$ cat src/integer_matrix_multiply_assert.svh
// ----------------------------------------------------------------------------
// integer matrix multiply assertion macros
// concurrent checks that compile away when SYNTHESIS is defined
// ----------------------------------------------------------------------------
`ifndef INTEGER_MATRIX_MULTIPLY_ASSERT_SVH
`define INTEGER_MATRIX_MULTIPLY_ASSERT_SVH

`ifndef SYNTHESIS

// same-cycle implication, off during reset
`define IMM_ASSERT_IMPLY(lbl, clk, rst_n, ante, cons) \
	lbl: assert property (@(posedge clk) disable iff (!rst_n) (ante) |-> (cons)) \
		else $error("same-cycle implication failed");

// next-cycle implication, off during reset
`define IMM_ASSERT_NEXT(lbl, clk, rst_n, ante, cons) \
	lbl: assert property (@(posedge clk) disable iff (!rst_n) (ante) |=> (cons)) \
		else $error("next-cycle implication failed");

`else

`define IMM_ASSERT_IMPLY(lbl, clk, rst_n, ante, cons)
`define IMM_ASSERT_NEXT(lbl, clk, rst_n, ante, cons)

`endif

`endif

$ cat src/imm_pkg.sv
// ----------------------------------------------------------------------------
// imm_pkg
// shared sizes, codes and controller/datapath interface types
// ----------------------------------------------------------------------------
package imm_pkg;

	localparam int DIM       = 16;
	localparam int IDX_W     = $clog2(DIM);
	localparam int MEM_DEPTH = DIM * DIM;
	localparam int ADDR_W    = $clog2(MEM_DEPTH);
	localparam int DATA_W    = 32;

	typedef enum logic [1:0] {
		ACT_LOAD_A  = 2'd0,
		ACT_LOAD_B  = 2'd1,
		ACT_COMPUTE = 2'd2
	} act_t;

	typedef enum logic [1:0] {
		ST_IDLE,
		ST_RUN,
		ST_WAIT
	} state_t;

	// controller to datapath
	typedef struct packed {
		logic              we_a;
		logic              we_b;
		logic [ADDR_W-1:0] wr_addr;
		logic              issue;
		logic              first;
		logic              last_term;
		logic [ADDR_W-1:0] rd_addr_a;
		logic [ADDR_W-1:0] rd_addr_b;
		logic              push;
		logic [IDX_W-1:0]  out_row;
		logic [IDX_W-1:0]  out_col;
		logic              out_last;
	} ctrl_cmd_t;

	// datapath to controller
	typedef struct packed {
		logic sum_done;
		logic out_free;
	} dp_status_t;

endpackage

$ cat src/imm_ctrl.sv
// ----------------------------------------------------------------------------
// imm_ctrl
// sequencer: accepts items, steps row/column/term counters, issues mac terms
// ----------------------------------------------------------------------------
module imm_ctrl (
	input  logic               clk,
	input  logic               arst_n,
	input  logic               in_valid,
	output logic               in_ready,
	input  logic [1:0]         action,
	input  logic [3:0]         row,
	input  logic [3:0]         col,
	input  imm_pkg::dp_status_t status,
	output imm_pkg::ctrl_cmd_t  cmd
);
	import imm_pkg::*;

	state_t           state_q, state_d;
	logic [IDX_W-1:0] row_q, row_d;
	logic [IDX_W-1:0] col_q, col_d;
	logic [IDX_W-1:0] k_q, k_d;
	logic             in_xfer;
	logic             row_ok;
	logic             col_ok;
	logic             col_end;
	logic             k_end;

	always_ff @(posedge clk or negedge arst_n) begin
		if (!arst_n) begin
			state_q <= ST_IDLE;
			row_q   <= '0;
			col_q   <= '0;
			k_q     <= '0;
		end else begin
			state_q <= state_d;
			row_q   <= row_d;
			col_q   <= col_d;
			k_q     <= k_d;
		end
	end

	assign in_xfer = in_valid && in_ready;
	assign row_ok  = 32'(row) < DIM;
	assign col_ok  = 32'(col) < DIM;
	assign col_end = col_q == IDX_W'(DIM - 1);
	assign k_end   = k_q == IDX_W'(DIM - 1);

	always_comb begin
		state_d  = state_q;
		row_d    = row_q;
		col_d    = col_q;
		k_d      = k_q;
		in_ready = 1'b0;

		cmd           = '0;
		cmd.wr_addr   = ADDR_W'(32'(row) * DIM + 32'(col));
		cmd.rd_addr_a = ADDR_W'(32'(row_q) * DIM + 32'(k_q));
		cmd.rd_addr_b = ADDR_W'(32'(k_q) * DIM + 32'(col_q));
		cmd.first     = k_q == '0;
		cmd.last_term = k_end;
		cmd.out_row   = row_q;
		cmd.out_col   = col_q;
		cmd.out_last  = col_end;

		case (state_q)
			ST_IDLE: begin
				in_ready = 1'b1;
				// out-of-range loads and the unused action code are dropped
				cmd.we_a = in_xfer && action == ACT_LOAD_A && row_ok && col_ok;
				cmd.we_b = in_xfer && action == ACT_LOAD_B && row_ok && col_ok;
				if (in_xfer && action == ACT_COMPUTE && row_ok) begin
					row_d   = IDX_W'(row);
					col_d   = '0;
					k_d     = '0;
					state_d = ST_RUN;
				end
			end
			ST_RUN: begin
				cmd.issue = 1'b1;
				if (k_end) begin
					k_d     = '0;
					state_d = ST_WAIT;
				end else begin
					k_d = k_q + IDX_W'(1);
				end
			end
			ST_WAIT: begin
				if (status.sum_done && status.out_free) begin
					cmd.push = 1'b1;
					if (col_end) begin
						state_d = ST_IDLE;
					end else begin
						col_d   = col_q + IDX_W'(1);
						state_d = ST_RUN;
					end
				end
			end
			default: begin
				state_d = ST_IDLE;
			end
		endcase
	end

endmodule

$ cat config.mk
export PLATFORM = sky130hd
export DESIGN_NAME = imm_ctrl
export DESIGN_NICKNAME = d
export VERILOG_FILES = /design/src/integer_matrix_multiply_assert.svh /design/src/imm_pkg.sv /design/src/imm_ctrl.sv
export SDC_FILE = /design/constraint.sdc
export NUM_CORES = 1
export LEC_CHECK = 0
export BUFFER_PORTS_ARGS = -buffer_cell sky130_fd_sc_hd__buf_2
export CAP_MARGIN = 20
export CELL_PAD_IN_SITES_DETAIL_PLACEMENT = 1
export CELL_PAD_IN_SITES_GLOBAL_PLACEMENT = 1
export CORE_ASPECT_RATIO = 1.5
export CORE_MARGIN = 2
export CORE_UTILIZATION = 27
export DETAILED_ROUTE_END_ITERATION = 7
export GPL_TIMING_DRIVEN = 0
export PLACE_DENSITY_LB_ADDON = 0.25
export SLEW_MARGIN = 20
export SYNTH_ARGS = -nofsm -noshare
export SYNTH_HDL_FRONTEND = slang
export SYNTH_SLANG_ARGS = --single-unit
$ cat constraint.sdc
create_clock -name clk -period 1.6 [get_ports clk]
set_clock_uncertainty 0.1 [all_clocks]
set_input_delay 0.24 -clock clk [delete_from_list [all_inputs] [get_ports clk]]
set_output_delay 0.24 -clock clk [all_outputs]
set_load 0.02 [all_outputs]
==> impl_metrics.toml, run 1 <==
[run_status]
outcome = "finished, violations left"
violations = "negative setup slack"

[place]
place.gp.congestion = 0.660
portBuffers = 50
dp.cells = 182
hpwlAfterDp_mm = 1.96

[timing]
hold_viol_final = 0
maxSlewViolCount = 0
setup_violations = 13
fmax_mhz = 571
fin_hold_ws_ps = 148
final.period_utilization_pct = 109
final.setup.tns_ps = -1240
fin_crit_ps = 1750
slew_headroom_pct = 77.6
max_slew.worst_pin.slew_ps = 332
fin_ws_ps = -151
rsz0062_at_grt = "yes"

[routing]
drt_iter0_drc = 20
dr_total_vias = 962
wl_mm = 3.07
vias_per_cell = 4.69
drc_errors = 0
first_pass_iters = 4
post_drt_wl_per_cell_um = 15.0
ant_nets = 0

[floorplan]
std_cell_rows = 25
initial_core_util_pct = 28.5
design.die.area_mm2 = 0.00386
die_w_um = 51.4
io-pin-count = 55
die_y_um = 75.1
core_area_mm2 = 0.00319

[hold_path]
hp-start = "row[3]"
min_path_type = "input port to register"
worstHoldEndpoint = "row_q[3]"
hold-path-cell-count = 2

[yosys]
synth-async-reset-ratio_pct = 100
synth_area_leader_cell = "dfrtp_1"
synth_top_cells_by_area = "dfrtp_1 (39%), buf_4 (19%), mux2_2 (5.0%), ha_1 (4.1%), nand2b_1 (2.8%)"
syn_area_um2 = 910
synth_nets = 110
synth-seq-area-share_pct = 38.5
synth-seq-cells = 14
ys_warn_count = 0
synthFlopType = "dfrtp_1"
synth_top_area_share_pct = 38.5
netlist_instances = 92
postSynthAreaPerCell_um2 = 9.89
synth_cell_types = 31
synth_edf_count = 0

[global_routing]
grt_max_degree = 15
grt_antenna_before_repair = 0
globalRouteOverflowTotal = 0
grt_pass1_vias = 1005
grt_pass1_wl_mm = 4.63
grtUsageTotal_pct = 15.9

[critical_path]
crit_arrival_ps = 1780
worstSetupPathType = "register to register"
worstSetupEndpointType = "register"
r2r_end = "col_q[2]"
r2r_start = "state_q[1]"
start_kind = "register"
r2r_setup_slack_ps = -150
cp.required_ps = 1630
ff2ff_path_depth = 4
crit_fanout = 6

[finish]
drive_gt1_share_pct = 73.3
fin_cells = 205
antenna_cells = 0
syn_to_final_growth_pct = 68.6
finalNetCount = 184

[clock_network]
path_clk_slew_ps = 60
cts_tree = "built"
htreeDepth = 1
root_buffer = "clkbuf_8"
clock_latency_ps = 240
cts_buffer_depth = 2
clock_sinks = 14
cts_buffers = 3

[power_and_ir_drop]
peakVddDrop_mv = 0.899
p_per_area_mw_per_mm2 = 1690
power.leakage_nw = 0.823
power_mw = 2.59

[flow_run]
maxCapViolations = 0
## synth_stat cells (2+ instances only)
cell type,count
a31oi_1,2
buf_4,23
ha_1,3
nand2b_1,4
nand2_1,2
and3_1,2
dfrtp_1,14
a41oi_1,2
nor3b_1,2
mux2_2,4
nor2_1,2
nand3_1,5
inv_1,5
o21ai_0,5
## power by group
part | switching (mW) | internal (mW)
Combinational | 0.828 | 0.752
Sequential | 0.169 | 0.495
Clock | 0.132 | 0.218
Total | 1.13 | 1.46
## how the worst max path moves through the flow
stage | cells after the start | endpoint | startpoint
finish | 4 | col_q[2] | state_q[1]
global route | 3 | cmd[37] | state_q[1]
CTS | 3 | cmd[37] | state_q[1]
detailed placement | 4 | col_q[2] | state_q[0]
global placement | 4 | col_q[2] | state_q[0]
floorplan | 4 | col_q[1] | col_q[0]
## registers in the layout, indices dropped and copies added (netlist names)
| register | flops |
|---|---|
| state_q | 2 |
| row_q | 4 |
| col_q | 4 |
| k_q | 4 |
## logic make-up after synthesis
family                   Yosys count  synth area share [%]
AO/OA/AOI/OAI                     14                  10.2
adder cells (fa/ha/maj)            3                  4.13
buffers and inverters             30                  22.7
flip-flops                        14                  38.5
multiplexers                       6                  7.29
AND/OR/NAND/NOR                   25                  17.2
## placed cells by master, fill, tap and decap left out, drive strengths merged, types with 3 or more instances in the layout
cell type / count
mux2: 5
buf: 92
clkbuf: 4
nand3: 5
o21ai: 5
nand2b: 4
dfrtp: 14
ha: 3
inv: 5
## layout make-up
cell class	count	area, µm²
clock buffer	4	55.1
fill	405	1660
multi-input combinational	48	432
buffer	24	188
timing repair buffer	69	424
inverter	6	27.5
sequential	14	358
tap	40	50.0
## what timing repair did
item / CTS / global route
hold endpoints to repair: 14 / 0
resized for setup: 21 / 13
cloned: 0 / 0
setup buffers: 15 / 3
hold buffers: 1 / 0
pin swaps: 4 / 4
setup endpoints to repair: 14 / 17
## stage by stage
step,instance area [µm²],setup WS (ps),utilization (%)
6_report,1530,-151,48.1
5_1_grt,1530,-207,48.1
4_1_cts,1470,-145,46.1
3_5_place_dp,1230,-222,38.5
3_3_place_gp,1230,-204,38.5
2_1_floorplan,930,-115,-
## critical path, stage by stage, from the launching register on
cell     delay, ps
dfrtp_2        420
or3b_4         430
or2_1          250
buf_6          140
a311o_1        300
## layer usage
layer | wire length [µm] | share of wire, % | GRT usage (%)
met1 | 1010 | 33 | 15.3
met2 | 1940 | 63 | 34.5
met3 | 114 | 3.7 | 1.19
met4 | 14 | 0.46 | 4.39
met5 | 0 | 0 | 0
No activity file was read; power rests on OpenSTA's default activity.
==> inputs of run 2 (changes only) <==
MAX_ROUTING_LAYER = met4   (was unset)
==> run 2 against run 1 <==
Net effect: the run still ends with negative setup slack left; maximum frequency hardly changed; cell count stayed put; sequential share of layout area is 0.057 points higher; clock power hardly changed; critical path depth stayed put; global-route usage is 0.44 points higher; register-to-register slack hardly changed; core utilization is 0.12 points lower; flip-flop and latch count stayed put; critical path type unchanged; largest cell class unchanged.
==> impl_metrics.toml, run 2 (synthesis gave the netlist of run 1 again) <==
[timing]
rsz0062_at_grt = "yes"
fin_ws_ps = -151
hold_viol_final = 0
fin_hold_ws_ps = 149
final.setup.tns_ps = -1240
fin_crit_ps = 1750
slew_headroom_pct = 77.0
final.period_utilization_pct = 109
setup_violations = 13
maxSlewViolCount = 0
max_slew.worst_pin.slew_ps = 341
fmax_mhz = 571

[finish]
drive_gt1_share_pct = 73.3
final_common_cell = "buf_4"
layout_common_cells = "buf_4 (45), buf_2 (43), dfrtp_1 (8)"
finalNetCount = 184
fillers = 405
syn_to_final_growth_pct = 68.2
antenna_cells = 0
reg.largest.list = "col_q: 4 flops, k_q: 4 flops, row_q: 4 flops"

[global_routing]
globalRouteOverflowTotal = 0
globalRoute.busiestLayer = "met2"
grtUsageTotal_pct = 16.4
grt_pass1_vias = 1008
use_met1_pct = 15.0
grt_max_degree = 15
met2_usage_pct = 34.6
grt_antenna_before_repair = 0
use_met3_pct = 1.19
grt_pass1_wl_mm = 4.63

[power_and_ir_drop]
internal_power_mw = 1.46
p_per_area_mw_per_mm2 = 1700
power_switching_mw = 1.13
power_frac_comb_pct = 60.9
peakVddDrop_mv = 0.902
clockPowerShare_pct = 13.5
power.leakage_nw = 0.823
p_sw_share_pct = 43.6
pwr-share-seq_pct = 25.6

[critical_path]
crit_fanout = 6
worstSetupPathType = "register to register"
worstSetupEndpointType = "register"
cp.required_ps = 1630
ff2ff_path_depth = 4
r2r_start = "state_q[1]"
crit_arrival_ps = 1780
r2r_end = "col_q[2]"
r2r_setup_slack_ps = -150
start_kind = "register"

[clock_network]
root_buffer = "clkbuf_8"
cts_tree = "built"
htreeDepth = 1
cts_buffer_depth = 2
cts_buffers = 3
path_clk_slew_ps = 60
clock_latency_ps = 240
clock_sinks = 14

[floorplan]
die_y_um = 75.1
initial_core_util_pct = 28.5
std_cell_rows = 25
io-pin-count = 55
design.die.area_mm2 = 0.00386
core_area_mm2 = 0.00319
die_w_um = 51.4

[routing]
dr_total_vias = 955
vias_per_cell = 4.66
drc_errors = 0
drt_iter0_drc = 15
wl_mm = 3.08
ant_nets = 0
post_drt_wl_per_cell_um = 15.0
first_pass_iters = 4

[flow_run]
maxCapViolations = 0

[hold_path]
worstHoldEndpoint = "row_q[3]"
min_path_type = "input port to register"
hp-start = "row[3]"
hold-path-cell-count = 2

[place]
portBuffers = 50
hpwlAfterDp_mm = 1.96
place.gp.congestion = 0.666

[run_status]
violations = "negative setup slack"
outcome = "finished, violations left"
-- run 2: cell counts in the layout (fill, tap and decap cells not counted) --
No cell type changed its count.
-- run 2: area by class of cell --
| cell class | instances | area [µm²] | share of cell area [%] |
|---|---|---|---|
| flip-flops and latches | 14 | 358 | 23.4 |
| plain buffers | 24 | 188 | 12.3 |
| well taps | 40 | 50.0 | 3.27 |
| inverters | 6 | 27.5 | 1.80 |
| repair buffers | 69 | 420 | 27.5 |
| clock buffers | 4 | 55.1 | 3.60 |
| multi-input cells | 48 | 432 | 28.2 |
-- run 2: layer usage --
layer / wire length [µm] / part of all wire (%)
met1: 1030 / 33
met2: 1930 / 63
met3: 100 / 3.2
met4: 14 / 0.45
met5: 0 / 0
-- run 2: power groups by stage --
stage	combinational [mW]	sequential [mW]	clock (mW)
detailed placement	1.26	0.678	0
finish	1.58	0.665	0.349
CTS	1.49	0.641	0.351
global route	1.70	0.686	0.380
floorplan	0.739	0.766	0
global placement	1.22	0.661	0
-- run 2: repair_timing --
item	4_1_cts	5_1_grt
gates cloned	0	0
hold buffers	1	0
setup endpoints to repair	14	17
pin swaps	4	4
resized for setup	21	12
buffers inserted	15	3
hold endpoints to repair	14	0
-- run 2: critical path: stages (launching register included) --
cell	delay, ps
dfrtp_2	420
or3b_4	430
or2_1	250
buf_6	140
a311o_1	300
-- run 2: worst max-delay path by stage --
stage | startpoint | cells after the start | endpoint | slack, ps
finish | state_q[1] | 4 | col_q[2] | -150
CTS | state_q[1] | 3 | cmd[37] | -150
floorplan | col_q[0] | 4 | col_q[1] | -120
detailed placement | state_q[0] | 4 | col_q[2] | -220
global route | state_q[1] | 3 | cmd[37] | -210
global placement | state_q[0] | 4 | col_q[2] | -200
-- run 2: per-stage QoR --
step	setup slack (ps)	total power [mW]	area (µm²)	std cells	utilization [%]
after global placement	-204	1.88	1230	182	38.5
after detailed placement	-222	1.93	1230	182	38.5
final	-151	2.59	1530	205	48.0
after floorplan	-115	1.51	930	92	-
after global routing	-209	2.77	1530	205	48.0
after CTS	-145	2.49	1470	202	46.1
